File: src/hw/rtl/sdes_pkg.sv
// Shared width helpers for the stream difference error statistics block.
package sdes_pkg;

  // Widest running sum kept by the block
  localparam int SumCapBits = 62;

  // Width of the absolute-difference sum and of the sum of originals
  function automatic int acc_bits(input int sample_bits, input int index_bits);
    int raw;
    raw = sample_bits + index_bits;
    return (raw > SumCapBits) ? SumCapBits : raw;
  endfunction

  // Width of the squared-difference sum
  function automatic int sq_bits(input int sample_bits, input int index_bits);
    int raw;
    raw = 2 * sample_bits + index_bits;
    return (raw > SumCapBits) ? SumCapBits : raw;
  endfunction

endpackage

File: src/hw/rtl/sdes_in_if.sv
// Input channel: one original/decoded sample pair with a dataset end flag.
interface sdes_in_if #(
  parameter int SAMPLE_BITS = 16
);
  logic                          valid;
  logic                          ready;
  logic signed [SAMPLE_BITS-1:0] original_sample;
  logic signed [SAMPLE_BITS-1:0] decoded_sample;
  logic                          last;

  modport source (output valid, output original_sample, output decoded_sample, output last,
                  input ready);
  modport sink   (input valid, input original_sample, input decoded_sample, input last,
                  output ready);
endinterface

File: src/hw/rtl/sdes_out_if.sv
// Result channel: per-element difference with the running dataset statistics.
interface sdes_out_if import sdes_pkg::*; #(
  parameter int SAMPLE_BITS = 16,
  parameter int INDEX_BITS  = 24
);
  localparam int DiffBits = SAMPLE_BITS + 1;
  localparam int AccBits  = acc_bits(SAMPLE_BITS, INDEX_BITS);
  localparam int SqBits   = sq_bits(SAMPLE_BITS, INDEX_BITS);

  logic                          valid;
  logic                          ready;
  logic signed [DiffBits-1:0]    difference;
  logic                          final_res;
  logic [AccBits-1:0]            sum_abs_diff;
  logic signed [AccBits-1:0]     sum_orig;
  logic [SqBits-1:0]             sum_sq_diff;
  logic signed [DiffBits-1:0]    min_diff;
  logic signed [DiffBits-1:0]    max_diff;
  logic [INDEX_BITS-1:0]         min_diff_index;
  logic [INDEX_BITS-1:0]         max_diff_index;
  logic signed [SAMPLE_BITS-1:0] min_orig;
  logic signed [SAMPLE_BITS-1:0] max_orig;

  modport source (output valid, output difference, output final_res, output sum_abs_diff,
                  output sum_orig, output sum_sq_diff, output min_diff, output max_diff,
                  output min_diff_index, output max_diff_index, output min_orig,
                  output max_orig, input ready);
  modport sink   (input valid, input difference, input final_res, input sum_abs_diff,
                  input sum_orig, input sum_sq_diff, input min_diff, input max_diff,
                  input min_diff_index, input max_diff_index, input min_orig,
                  input max_orig, output ready);
endinterface

File: src/hw/rtl/stream_difference_error_stats.sv
// Stream difference error statistics: per-pair difference plus running dataset statistics.
//
// Takes one original/decoded sample pair per cycle unless the result channel stalls
// and returns, for every pair, original minus decoded together with the running sum
// of absolute differences, the sum of originals, the sum of squared differences, the
// difference extremes with the latest index holding each, and the original extremes.
// The pair after one flagged last opens a new dataset. Throughput is one pair per clock
// while results are accepted; a pair passes the input register with subtract, the
// squaring multiplier stage and the statistics stage before its result appears. The
// rate is set by the statistics stage, whose accumulate and compare feedback closes on
// its own registers. Sums and the element index saturate. A stalled result holds while
// earlier stages keep filling.
module stream_difference_error_stats import sdes_pkg::*; #(
  parameter int SAMPLE_BITS = 16,
  parameter int INDEX_BITS  = 24
) (
  input logic        clk,
  input logic        rst,
  sdes_in_if.sink    samples,
  sdes_out_if.source results
);

  localparam int DiffBits = SAMPLE_BITS + 1;
  localparam int MulBits  = 2 * SAMPLE_BITS;
  localparam int AccBits  = acc_bits(SAMPLE_BITS, INDEX_BITS);
  localparam int SqBits   = sq_bits(SAMPLE_BITS, INDEX_BITS);

  // Stage A: difference
  logic                          a_valid;
  logic signed [DiffBits-1:0]    a_diff;
  logic signed [SAMPLE_BITS-1:0] a_orig;
  logic                          a_last;
  logic [DiffBits-1:0]           a_mag_full;
  logic [SAMPLE_BITS-1:0]        a_mag;
  logic                          a_ready;

  // Stage B: magnitude and square
  logic                          b_valid;
  logic signed [DiffBits-1:0]    b_diff;
  logic signed [SAMPLE_BITS-1:0] b_orig;
  logic                          b_last;
  logic [SAMPLE_BITS-1:0]        b_mag;
  logic [MulBits-1:0]            b_sq;
  logic                          b_ready;

  // Result register, doubling as the statistics state
  logic                          out_valid;
  logic                          out_free;
  logic signed [DiffBits-1:0]    out_diff;
  logic                          out_last;
  logic                          first_flag;
  logic [INDEX_BITS-1:0]         element_count;
  logic [AccBits-1:0]            acc_abs;
  logic signed [AccBits-1:0]     acc_orig;
  logic [SqBits-1:0]             acc_sq;
  logic signed [DiffBits-1:0]    diff_low;
  logic signed [DiffBits-1:0]    diff_high;
  logic [INDEX_BITS-1:0]         diff_low_pos;
  logic [INDEX_BITS-1:0]         diff_high_pos;
  logic signed [SAMPLE_BITS-1:0] orig_low;
  logic signed [SAMPLE_BITS-1:0] orig_high;

  // Next statistics
  logic [INDEX_BITS-1:0]         idx;
  logic [INDEX_BITS-1:0]         element_count_next;
  logic [AccBits-1:0]            abs_base;
  logic [AccBits:0]              abs_sum;
  logic [AccBits-1:0]            acc_abs_next;
  logic [SqBits-1:0]             sq_base;
  logic [SqBits:0]               sq_sum;
  logic [SqBits-1:0]             acc_sq_next;
  logic signed [AccBits-1:0]     orig_base;
  logic signed [AccBits:0]       orig_sum;
  logic signed [AccBits-1:0]     acc_orig_next;
  logic signed [DiffBits-1:0]    diff_low_next;
  logic signed [DiffBits-1:0]    diff_high_next;
  logic [INDEX_BITS-1:0]         diff_low_pos_next;
  logic [INDEX_BITS-1:0]         diff_high_pos_next;
  logic signed [SAMPLE_BITS-1:0] orig_low_next;
  logic signed [SAMPLE_BITS-1:0] orig_high_next;

  // Backpressure chain: a stage advances when it is empty or the next one advances
  assign out_free      = !out_valid || results.ready;
  assign b_ready       = !b_valid || out_free;
  assign a_ready       = !a_valid || b_ready;
  assign samples.ready = a_ready;

  // Magnitude of the difference always fits the sample width
  assign a_mag_full = a_diff[DiffBits-1] ? DiffBits'(-a_diff) : DiffBits'(a_diff);
  assign a_mag      = a_mag_full[SAMPLE_BITS-1:0];

  // Stage A: capture the pair and subtract
  always_ff @(posedge clk) begin
    if (rst) begin
      a_valid <= 1'b0;
    end else if (a_ready) begin
      a_valid <= samples.valid;
    end
    if (samples.valid && a_ready) begin
      a_diff <= DiffBits'(samples.original_sample) - DiffBits'(samples.decoded_sample);
      a_orig <= samples.original_sample;
      a_last <= samples.last;
    end
  end

  // Stage B: square the magnitude
  always_ff @(posedge clk) begin
    if (rst) begin
      b_valid <= 1'b0;
    end else if (b_ready) begin
      b_valid <= a_valid;
    end
    if (a_valid && b_ready) begin
      b_diff <= a_diff;
      b_orig <= a_orig;
      b_last <= a_last;
      b_mag  <= a_mag;
      b_sq   <= MulBits'(a_mag) * MulBits'(a_mag);
    end
  end

  // Statistics update; a dataset start drops the old sums and seeds the extremes
  always_comb begin
    idx                = first_flag ? '0 : element_count;
    element_count_next = (idx == '1) ? idx : idx + 1'b1;

    abs_base     = first_flag ? '0 : acc_abs;
    abs_sum      = {1'b0, abs_base} + (AccBits + 1)'(b_mag);
    acc_abs_next = abs_sum[AccBits] ? '1 : abs_sum[AccBits-1:0];

    sq_base     = first_flag ? '0 : acc_sq;
    sq_sum      = {1'b0, sq_base} + (SqBits + 1)'(b_sq);
    acc_sq_next = sq_sum[SqBits] ? '1 : sq_sum[SqBits-1:0];

    orig_base = first_flag ? '0 : acc_orig;
    orig_sum  = (AccBits + 1)'(orig_base) + (AccBits + 1)'(b_orig);
    if (orig_sum[AccBits] != orig_sum[AccBits-1]) begin
      acc_orig_next = orig_sum[AccBits] ? {1'b1, {(AccBits - 1){1'b0}}}
                                        : {1'b0, {(AccBits - 1){1'b1}}};
    end else begin
      acc_orig_next = orig_sum[AccBits-1:0];
    end

    if (first_flag) begin
      diff_low_next  = b_diff;
      diff_high_next = b_diff;
      orig_low_next  = b_orig;
      orig_high_next = b_orig;
    end else begin
      diff_low_next  = (b_diff < diff_low) ? b_diff : diff_low;
      diff_high_next = (b_diff > diff_high) ? b_diff : diff_high;
      orig_low_next  = (b_orig < orig_low) ? b_orig : orig_low;
      orig_high_next = (b_orig > orig_high) ? b_orig : orig_high;
    end

    // A tie moves the index to the later element
    diff_low_pos_next  = (b_diff == diff_low_next) ? idx : diff_low_pos;
    diff_high_pos_next = (b_diff == diff_high_next) ? idx : diff_high_pos;
  end

  // Result stage: load a new result and advance the statistics together
  always_ff @(posedge clk) begin
    if (rst) begin
      out_valid  <= 1'b0;
      first_flag <= 1'b1;
    end else begin
      if (out_free) begin
        out_valid <= b_valid;
      end
      if (b_valid && out_free) begin
        first_flag <= b_last;
      end
    end
    if (b_valid && out_free) begin
      out_diff      <= b_diff;
      out_last      <= b_last;
      element_count <= element_count_next;
      acc_abs       <= acc_abs_next;
      acc_orig      <= acc_orig_next;
      acc_sq        <= acc_sq_next;
      diff_low      <= diff_low_next;
      diff_high     <= diff_high_next;
      diff_low_pos  <= diff_low_pos_next;
      diff_high_pos <= diff_high_pos_next;
      orig_low      <= orig_low_next;
      orig_high     <= orig_high_next;
    end
  end

  // Drive the result channel
  assign results.valid          = out_valid;
  assign results.difference     = out_diff;
  assign results.final_res      = out_last;
  assign results.sum_abs_diff   = acc_abs;
  assign results.sum_orig       = acc_orig;
  assign results.sum_sq_diff    = acc_sq;
  assign results.min_diff       = diff_low;
  assign results.max_diff       = diff_high;
  assign results.min_diff_index = diff_low_pos;
  assign results.max_diff_index = diff_high_pos;
  assign results.min_orig       = orig_low;
  assign results.max_orig       = orig_high;

  // Reset empties the result register
  assert property (@(posedge clk) rst |=> !out_valid)
    else $error("result valid right after reset");

  // The current difference always lies within the tracked extremes
  assert property (@(posedge clk) disable iff (rst)
      out_valid |-> (diff_low <= out_diff) && (out_diff <= diff_high))
    else $error("difference outside tracked extremes");

  // Original extremes stay ordered
  assert property (@(posedge clk) disable iff (rst)
      out_valid |-> (orig_low <= orig_high))
    else $error("original extremes out of order");

  // A dataset end always reopens the statistics for the next transfer
  assert property (@(posedge clk) disable iff (rst)
      (b_valid && out_free) |=> (first_flag == out_last))
    else $error("dataset start flag out of step with last result");

endmodule
File: src/flat_wrapper.sv
// flat-port wrapper written by rule: the top's interface ports become plain ports
module stream_difference_error_stats_flat import sdes_pkg::*;
#(
  parameter int SAMPLE_BITS = 16,
  parameter int INDEX_BITS  = 24
)
  (clk, rst, samples_valid, samples_original_sample, samples_decoded_sample, samples_last, samples_ready, results_valid, results_difference, results_final_res, results_sum_abs_diff, results_sum_orig, results_sum_sq_diff, results_min_diff, results_max_diff, results_min_diff_index, results_max_diff_index, results_min_orig, results_max_orig, results_ready);
  sdes_in_if #(.SAMPLE_BITS(SAMPLE_BITS)) samples_i ();
  sdes_out_if #(.SAMPLE_BITS(SAMPLE_BITS), .INDEX_BITS(INDEX_BITS)) results_i ();
  input logic clk;
  input logic rst;
  input wire logic [$bits(samples_i.valid)-1:0] samples_valid;
  input wire logic [$bits(samples_i.original_sample)-1:0] samples_original_sample;
  input wire logic [$bits(samples_i.decoded_sample)-1:0] samples_decoded_sample;
  input wire logic [$bits(samples_i.last)-1:0] samples_last;
  output wire logic [$bits(samples_i.ready)-1:0] samples_ready;
  output wire logic [$bits(results_i.valid)-1:0] results_valid;
  output wire logic [$bits(results_i.difference)-1:0] results_difference;
  output wire logic [$bits(results_i.final_res)-1:0] results_final_res;
  output wire logic [$bits(results_i.sum_abs_diff)-1:0] results_sum_abs_diff;
  output wire logic [$bits(results_i.sum_orig)-1:0] results_sum_orig;
  output wire logic [$bits(results_i.sum_sq_diff)-1:0] results_sum_sq_diff;
  output wire logic [$bits(results_i.min_diff)-1:0] results_min_diff;
  output wire logic [$bits(results_i.max_diff)-1:0] results_max_diff;
  output wire logic [$bits(results_i.min_diff_index)-1:0] results_min_diff_index;
  output wire logic [$bits(results_i.max_diff_index)-1:0] results_max_diff_index;
  output wire logic [$bits(results_i.min_orig)-1:0] results_min_orig;
  output wire logic [$bits(results_i.max_orig)-1:0] results_max_orig;
  input wire logic [$bits(results_i.ready)-1:0] results_ready;
  assign samples_i.valid = samples_valid;
  assign samples_i.original_sample = samples_original_sample;
  assign samples_i.decoded_sample = samples_decoded_sample;
  assign samples_i.last = samples_last;
  assign samples_ready = samples_i.ready;
  assign results_valid = results_i.valid;
  assign results_difference = results_i.difference;
  assign results_final_res = results_i.final_res;
  assign results_sum_abs_diff = results_i.sum_abs_diff;
  assign results_sum_orig = results_i.sum_orig;
  assign results_sum_sq_diff = results_i.sum_sq_diff;
  assign results_min_diff = results_i.min_diff;
  assign results_max_diff = results_i.max_diff;
  assign results_min_diff_index = results_i.min_diff_index;
  assign results_max_diff_index = results_i.max_diff_index;
  assign results_min_orig = results_i.min_orig;
  assign results_max_orig = results_i.max_orig;
  assign results_i.ready = results_ready;
  stream_difference_error_stats #(.SAMPLE_BITS(SAMPLE_BITS), .INDEX_BITS(INDEX_BITS)) u_core (.clk(clk), .rst(rst), .samples(samples_i), .results(results_i));
endmodule
File: config.mk
export PLATFORM = sky130hd
export DESIGN_NAME = stream_difference_error_stats_flat
export DESIGN_NICKNAME = d
export VERILOG_FILES = /design/src/hw/rtl/sdes_pkg.sv /design/src/hw/rtl/sdes_in_if.sv /design/src/hw/rtl/sdes_out_if.sv /design/src/hw/rtl/stream_difference_error_stats.sv /design/src/flat_wrapper.sv
export SDC_FILE = /design/constraint.sdc
export NUM_CORES = 1
export LEC_CHECK = 0
export BUFFER_PORTS_ARGS = -buffer_cell sky130_fd_sc_hd__buf_2
export CORE_MARGIN = 2
export CORE_UTILIZATION = 50
export CTS_CLUSTER_DIAMETER = 60
export CTS_CLUSTER_SIZE = 40
export DETAILED_ROUTE_END_ITERATION = 8
export GPL_TIMING_DRIVEN = 0
export HOLD_SLACK_MARGIN = 0.15
export PLACE_DENSITY = 0.78
export SYNTH_ARGS = -nofsm -noshare
export SYNTH_HDL_FRONTEND = slang
export SYNTH_SLANG_ARGS = --single-unit
File: constraint.sdc
create_clock -name clk -period 10.6 [get_ports clk]
set_input_delay 1.06 -clock clk [delete_from_list [all_inputs] [get_ports clk]]
set_output_delay 1.06 -clock clk [all_outputs]
set_load 0.02 [all_outputs]
After elaboration in Yosys (flattened, before gate mapping)
Index checks and enable logic that the tools add are counted.
Widths: inputs -> output; s select.
{"block": "word_totals", "regBits": 412, "latch_bits": 0, "ramBits": 0, "rom_bits": 0, "input_bits": 37, "out_inout_bits": 270, "wordCells": 70, "memories": 0}
{"block": "classes", "addsub": 6, "multipliers": 1, "n_div": 0, "order_cmp": 4, "n_eq_ne": 4, "shifts": 0, "muxes": 16, "bitwise": 0, "reduce_logical": 15}
{"cell": "$mux 40", "n": 4}
{"cell": "$add 40x16->41", "n": 2}
{"cell": "$mux 16", "n": 5}
{"cell": "$mux 17", "n": 4}
{"cell": "$add 56x32->57", "n": 1}
{"cell": "$mux 56", "n": 1}
{"cell": "$mux 24", "n": 2}
{"cell": "$eq 17x17->1", "n": 2}
{"cell": "$mul 16x16->32", "n": 1}
{"cell": "$add 24x1->24 const B", "n": 1}
{"cell": "$eq 24x24->1 const B", "n": 1}
{"cell": "$gt 17x17->1", "n": 1}
{"cell": "$lt 17x17->1", "n": 1}
{"cell": "$sub 16x16->17", "n": 1}
{"cell": "$gt 16x16->1", "n": 1}
{"cell": "$lt 16x16->1", "n": 1}
{"cell": "$neg 16->16", "n": 1}
{"cell": "$reduce_and 2->1", "n": 4}
{"cell": "$reduce_bool 2->1", "n": 2}
{"cell": "$logic_and 1x1->1", "n": 3}
{"cell": "$logic_not 1->1", "n": 3}
{"cell": "$logic_or 1x1->1", "n": 3}
{"cell": "$ne 1x1->1", "n": 1}

Longest topological paths before layout
{"block": "depth", "ltp_word": 5, "mapped_depth": 32, "mapped_depth_nobuf": 30}

Worst setup path after synthesis
No wires, ideal clock.
{"block": "synth_timing", "kind": "flip-flop to flip-flop", "start": "register u_core.a_diff[0]", "end": "register u_core.b_sq[28], data pin", "setup_time_ns": 0.265, "arrival_ns": 7.627, "required_time_ns": 10.335, "slack_ns": 2.709, "stages_incl_launch_ff": 32, "n_path_buf": 2, "synth_period_minus_slack_ns": 7.891, "path_cell_list": "edfxtp_1 clkinv_1 clkbuf_1 ha_1 nand2b_1 or3_1 clkbuf_1 o31ai_2 xor2_2 nor2_1 fa_1 inv_1 fa_1 inv_1 fa_1 inv_1 fa_1 inv_1 fa_1 inv_1 fa_1 inv_1 ha_1 and3_1 and3_1 a211oi_2 a211oi_1 o21ai_1 a21boi_1 o41ai_2 mux2i_1 nor4_1"}
{"block": "synth_between", "elab_chain_cells": 3}
{"element": "from (decl)", "line_no": "stream_difference_error_stats.sv:30", "rtl": "logic signed [DiffBits-1:0] a_diff;"}
{"element": "from (signal assigned)", "line_no": "stream_difference_error_stats.sv:100", "rtl": "a_diff <= DiffBits'(samples.original_sample) - DiffBits'(samples.decoded_sample);"}
{"element": "$neg 16->16", "line_no": "stream_difference_error_stats.sv:89", "rtl": "assign a_mag_full = a_diff[DiffBits-1] ? DiffBits'(-a_diff) : DiffBits'(a_diff);"}
{"element": "$mux 16 *", "line_no": "stream_difference_error_stats.sv:89"}
{"element": "$mul 16x16->32 *", "line_no": "stream_difference_error_stats.sv:118", "rtl": "b_sq <= MulBits'(a_mag) * MulBits'(a_mag);"}
{"element": "to (signal assigned)", "line_no": "stream_difference_error_stats.sv:118"}
{"element": "to (decl)", "line_no": "stream_difference_error_stats.sv:43", "rtl": "logic [MulBits-1:0] b_sq;"}
Mark *: on every way between the ends. The rest lies on a longest branch, timed or not.
A chain may end at the register's enable or synchronous reset.

Worst setup path in the final report
Ends and elaborated chain as after synthesis.

==> results <==
- The maximum number of pins on one net before global-route repair is 118.
- In this run the remaining antenna-violating nets after routing total 0.
- Global routing finished with a remaining overflow of 0.
- The final count of pins violating max slew was 0.
- Synthesis handed over a netlist of 2884 instances.
- The floorplan step set the die height to 252 µm.
- The number of nets produced by synthesis is 3355.
- The final number of hold-violating endpoints is 0.
- Port buffering added 306 buffers.
- The quantity of hold-fixing buffers added after cts is 0.
- The finished layout holds about 4000 standard cells, fillers aside.
- The endpoint arrival time on the critical path is 9.88 ns.
- The detail-routed net length per standard cell is a little under 20 µm.
- The post-synthesis instance area is 30700 µm².
- The congestion estimate from routability-driven global placement came to 0.932.
- The die covers 63300 µm².
- TritonCTS built the clock tree.
- The share of post-route cells with drive strength above 1 is between 10% and 20%.
- TritonCTS created 34 clock buffers.
- Setup violations remaining at the end of the flow were counted as 0.
- Global routing consumed, over all layers together, 25.0% of the routing resources.
- The total I/O pin count is 307.
- Of the post-synthesis cell area, the dominant cell type holds 39.7%.
- The initial utilization of the core area, before any placement, comes to about 51%.
- The number of warnings printed during yosys synthesis is 0.
- The startpoint type of the worst setup path is a register.
- The worst pin sits at a relative slew slack of 5.34%.
- The number of post-CTS setup repair buffers is 0.
- The worst setup path is of the register to register kind.
- The ratio of routed vias to standard cells is between 5 and 6.
- The post-synthesis async set-or-reset flop share is 0%.
- The via count of the first global-routing pass is 22159.
- In the routed design, unresolved DRC markers number 0.
- Adding up every negative setup slack in the final design gives 0 ns.
- At the later pin of the worst-skew pair, clock insertion delay measures between 0.5 and 0.6 ns.
- Setup repair after global routing left no endpoint under its margin.
- Synthesis inferred 409 register bits.
- The cell taking the most area after synthesis is sky130_fd_sc_hd__edfxtp_1.
- For this run, the top clock speed supported by timing is 105 MHz.
- The overall routed net length is 79.1 mm.
- After floorplanning, the core was sized to cover approximately 60000 µm².
- The critical path data required time is 10.95 ns.
- Before antenna repair, the detailed router went through 6 iterations.
- The first global-routing pass estimated 124 mm of wire.
- Counting flops with a built-in enable in the synthesized netlist gives 405.
- The distinct cell type count of the synthesized netlist is 98.
- The flow ran to the end, and the final reports show no timing, DRC or antenna violations.
- The met1 global-route usage is 33.1%.
- The most heavily used metal layer in global routing is met2.
- The count of instances resized after the clock tree is built is 0.
- The path category of the worst min-delay check is register to register.
- Row generation in the floorplan step produced 90 rows.
- The initial antenna violation count was 8.
- Counting I/O delays and the setup requirement, the final critical path takes 9.53 ns.
- The met3 capacity usage during global routing is 4.42%.
- The slowest stage cell on the critical path is sky130_fd_sc_hd__xor2_1.
- The highest fanout seen on the critical path is 11.
- At the pin with the least slew margin, the transition time is ~1.4 ns.
- The tree is rooted in a sky130_fd_sc_hd__clkbuf_16.
- No sink is reached through more buffers than the 3 on the longest clock path.
- STA classifies the critical path endpoint as a register.
- By area the synthesized netlist is led by sky130_fd_sc_hd__edfxtp_1 40%, sky130_fd_sc_hd__fa_1 11%, sky130_fd_sc_hd__ha_1 11%.
- In this run the critical register-to-register path is launched from u_core.a_diff[0].
- The synthesis-to-finish area growth is 12.8%.
- The die boundary width is 252 µm.
- The H-tree depth is 2.
- For this run, the register share of the synthesized area comes to 39.9%.
- In this run, the number of DRC markers left after iteration 0 of detailed routing was 1775.
- The dominant synthesized flop cell is sky130_fd_sc_hd__edfxtp_1.
- Across the routed clock network, the largest skew measured is between 0.05 and 0.06 ns.
- After clock tree synthesis, the clock-pin slew on the worst setup and hold paths is about 0.090 ns.
- The via count is 22800.
- The hold path startpoint is u_core.a_orig[0].
- Global routing consumed, on the met2 layer, 41.9% of the routing resources.
- The detailed placer's ending HPWL is 61.9 mm.
- The reported max-cap violation count is 0.
- The final critical path takes up around nine tenths of the cycle.
- In the final design database the tool counted approximately 3700 nets.
- The number of instances in the placed design is 3978.
- The synthesized area per cell is 10.6 µm².
- The stage delay of the slowest cell on the critical path is a little under 0.9 ns.
- Tracing the worst setup path back leads to its startpoint at u_core.a_diff[0].
- CTS saw 409 sinks.
[Yosys cell counts, types with 7 or more instances]
| library cell | count |
|---|---|
| sky130_fd_sc_hd__o21a_1 | 27 |
| sky130_fd_sc_hd__nand4_1 | 36 |
| sky130_fd_sc_hd__mux2_2 | 31 |
| sky130_fd_sc_hd__clkbuf_1 | 43 |
| sky130_fd_sc_hd__a211oi_1 | 25 |
| sky130_fd_sc_hd__nor3_1 | 37 |
| sky130_fd_sc_hd__nor2_1 | 165 |
| sky130_fd_sc_hd__nand2b_1 | 36 |
| sky130_fd_sc_hd__xor2_1 | 98 |
| sky130_fd_sc_hd__nand2_1 | 199 |
| sky130_fd_sc_hd__and2_1 | 25 |
| sky130_fd_sc_hd__a31oi_1 | 17 |
| sky130_fd_sc_hd__and4_1 | 8 |
| sky130_fd_sc_hd__a21o_1 | 71 |
| sky130_fd_sc_hd__o21ai_0 | 105 |
| sky130_fd_sc_hd__and3_1 | 28 |
| sky130_fd_sc_hd__xnor2_1 | 114 |
| sky130_fd_sc_hd__or2_2 | 7 |
| sky130_fd_sc_hd__a21boi_0 | 8 |
| sky130_fd_sc_hd__o31ai_1 | 14 |
| sky130_fd_sc_hd__nand3_1 | 60 |
| sky130_fd_sc_hd__a21oi_1 | 124 |
| sky130_fd_sc_hd__edfxtp_1 | 405 |
| sky130_fd_sc_hd__ha_1 | 266 |
| sky130_fd_sc_hd__fa_1 | 168 |
| sky130_fd_sc_hd__o21ai_1 | 26 |
| sky130_fd_sc_hd__mux2i_1 | 7 |
| sky130_fd_sc_hd__nor2b_1 | 138 |
| sky130_fd_sc_hd__buf_2 | 24 |
| sky130_fd_sc_hd__o21bai_1 | 17 |
| sky130_fd_sc_hd__nor4_1 | 13 |
| sky130_fd_sc_hd__nand3b_1 | 7 |
| sky130_fd_sc_hd__inv_1 | 376 |
| sky130_fd_sc_hd__or3_1 | 20 |
| sky130_fd_sc_hd__inv_2 | 7 |
[stage by stage]
stage	hold slack, ns	setup slack, ns	utilization, %	area [µm²]
2_1_floorplan	0.400	2.71	-	30700
3_3_place_gp	0.400	0.361	54.8	33200
3_5_place_dp	0.405	1.21	55.2	33300
4_1_cts	0.426	1.15	57.1	34600
5_1_grt	0.434	0.505	57.1	34600
6_report	0.420	1.07	57.2	34600
[layer usage]
metal	vias up	wire, µm
li1	10750	-
met1	11047	32200
met4	4	2540
met2	854	38000
met5	-	32
met3	145	6300
[path summary, 6_finish.rpt]
check | to | slack, ns | depth (start not counted)
max | u_core.b_sq[28] | 1.07 | 31
min | u_core.b_orig[0] | 0.42 | 0
max reg2reg | u_core.b_sq[28] | 1.07 | 31
min reg2reg | u_core.b_orig[0] | 0.42 | 0
[layout by cell type (no fill, tap or decap), types with 7 or more instances in the layout]
master and count:
sky130_fd_sc_hd__edfxtp_1 405, sky130_fd_sc_hd__inv_1 375, sky130_fd_sc_hd__buf_2 330, sky130_fd_sc_hd__ha_1 266, sky130_fd_sc_hd__nand2_1 199, sky130_fd_sc_hd__fa_1 168
sky130_fd_sc_hd__nor2_1 164, sky130_fd_sc_hd__nor2b_1 138, sky130_fd_sc_hd__a21oi_1 124, sky130_fd_sc_hd__xnor2_1 114, sky130_fd_sc_hd__o21ai_0 105, sky130_fd_sc_hd__xor2_1 98
sky130_fd_sc_hd__a21o_1 71, sky130_fd_sc_hd__nand3_1 60, sky130_fd_sc_hd__clkbuf_1 44, sky130_fd_sc_hd__nor3_1 37, sky130_fd_sc_hd__nand2b_1 36, sky130_fd_sc_hd__nand4_1 36
sky130_fd_sc_hd__clkbuf_16 35, sky130_fd_sc_hd__mux2_2 31, sky130_fd_sc_hd__and3_1 28, sky130_fd_sc_hd__o21a_1 27, sky130_fd_sc_hd__o21ai_1 26, sky130_fd_sc_hd__a211oi_1 25
sky130_fd_sc_hd__and2_1 25, sky130_fd_sc_hd__or3_1 20, sky130_fd_sc_hd__o21bai_1 17, sky130_fd_sc_hd__a31oi_1 15, sky130_fd_sc_hd__o31ai_1 14, sky130_fd_sc_hd__nor4_1 13
sky130_fd_sc_hd__and4_1 8, sky130_fd_sc_hd__inv_8 7, sky130_fd_sc_hd__inv_2 7, sky130_fd_sc_hd__a21boi_0 7, sky130_fd_sc_hd__or2_2 7, sky130_fd_sc_hd__nand3b_1 7
sky130_fd_sc_hd__mux2i_1 7
[area by class of cell]
cell class              count  area (µm²)
diodes                      6        15.0
clock inverters            26         327
inverters                 387        1460
plain buffers              70         300
well taps                 782         978
fillers                  5056       25900
clock buffers              36         880
repair buffers            312        1660
multi-input cells        2018       16700
flip-flops and latches    409       12200
[cells by family after synthesis]
| kind of cell | after synthesis | share of synthesized area (%) |
|---|---|---|
| AOI/OAI and AO/OA | 505 | 10.8 |
| xor gates and xnor gates | 213 | 6.11 |
| adders and majority gates | 438 | 22.0 |
| buffers and inverters | 457 | 5.72 |
| DFF | 409 | 39.9 |
| muxes | 41 | 1.48 |
| and+or+nand+nor | 821 | 14.0 |
[critical path: cells and delay by family (launching register included)]
family | cells | cell delay (ns)
adders and majority gates | 8 | 3.70
xor gates and xnor gates | 1 | 0.88
muxes | 1 | 0.14
DFF | 1 | 0.49
and+or+nand+nor | 7 | 1.48
buffers and inverters | 9 | 1.26
AOI/OAI and AO/OA | 5 | 1.32
[sequential cells by signal, summed over array words and instances (netlist names), 17 cells and up]
register,flops
u_core.results.max_diff,17
u_core.results.difference,17
u_core.a_diff,17
u_core.element_count,24
u_core.b_sq,31
u_core.results.sum_abs_diff,40
u_core.results.max_diff_index,24
u_core.results.sum_orig,40
u_core.results.min_diff,17
u_core.results.sum_sq_diff,56
u_core.results.min_diff_index,24
Power is left out: the tool's default activity adds up to more than one toggle a clock period on the data nets, which glitch-free logic cannot reach.
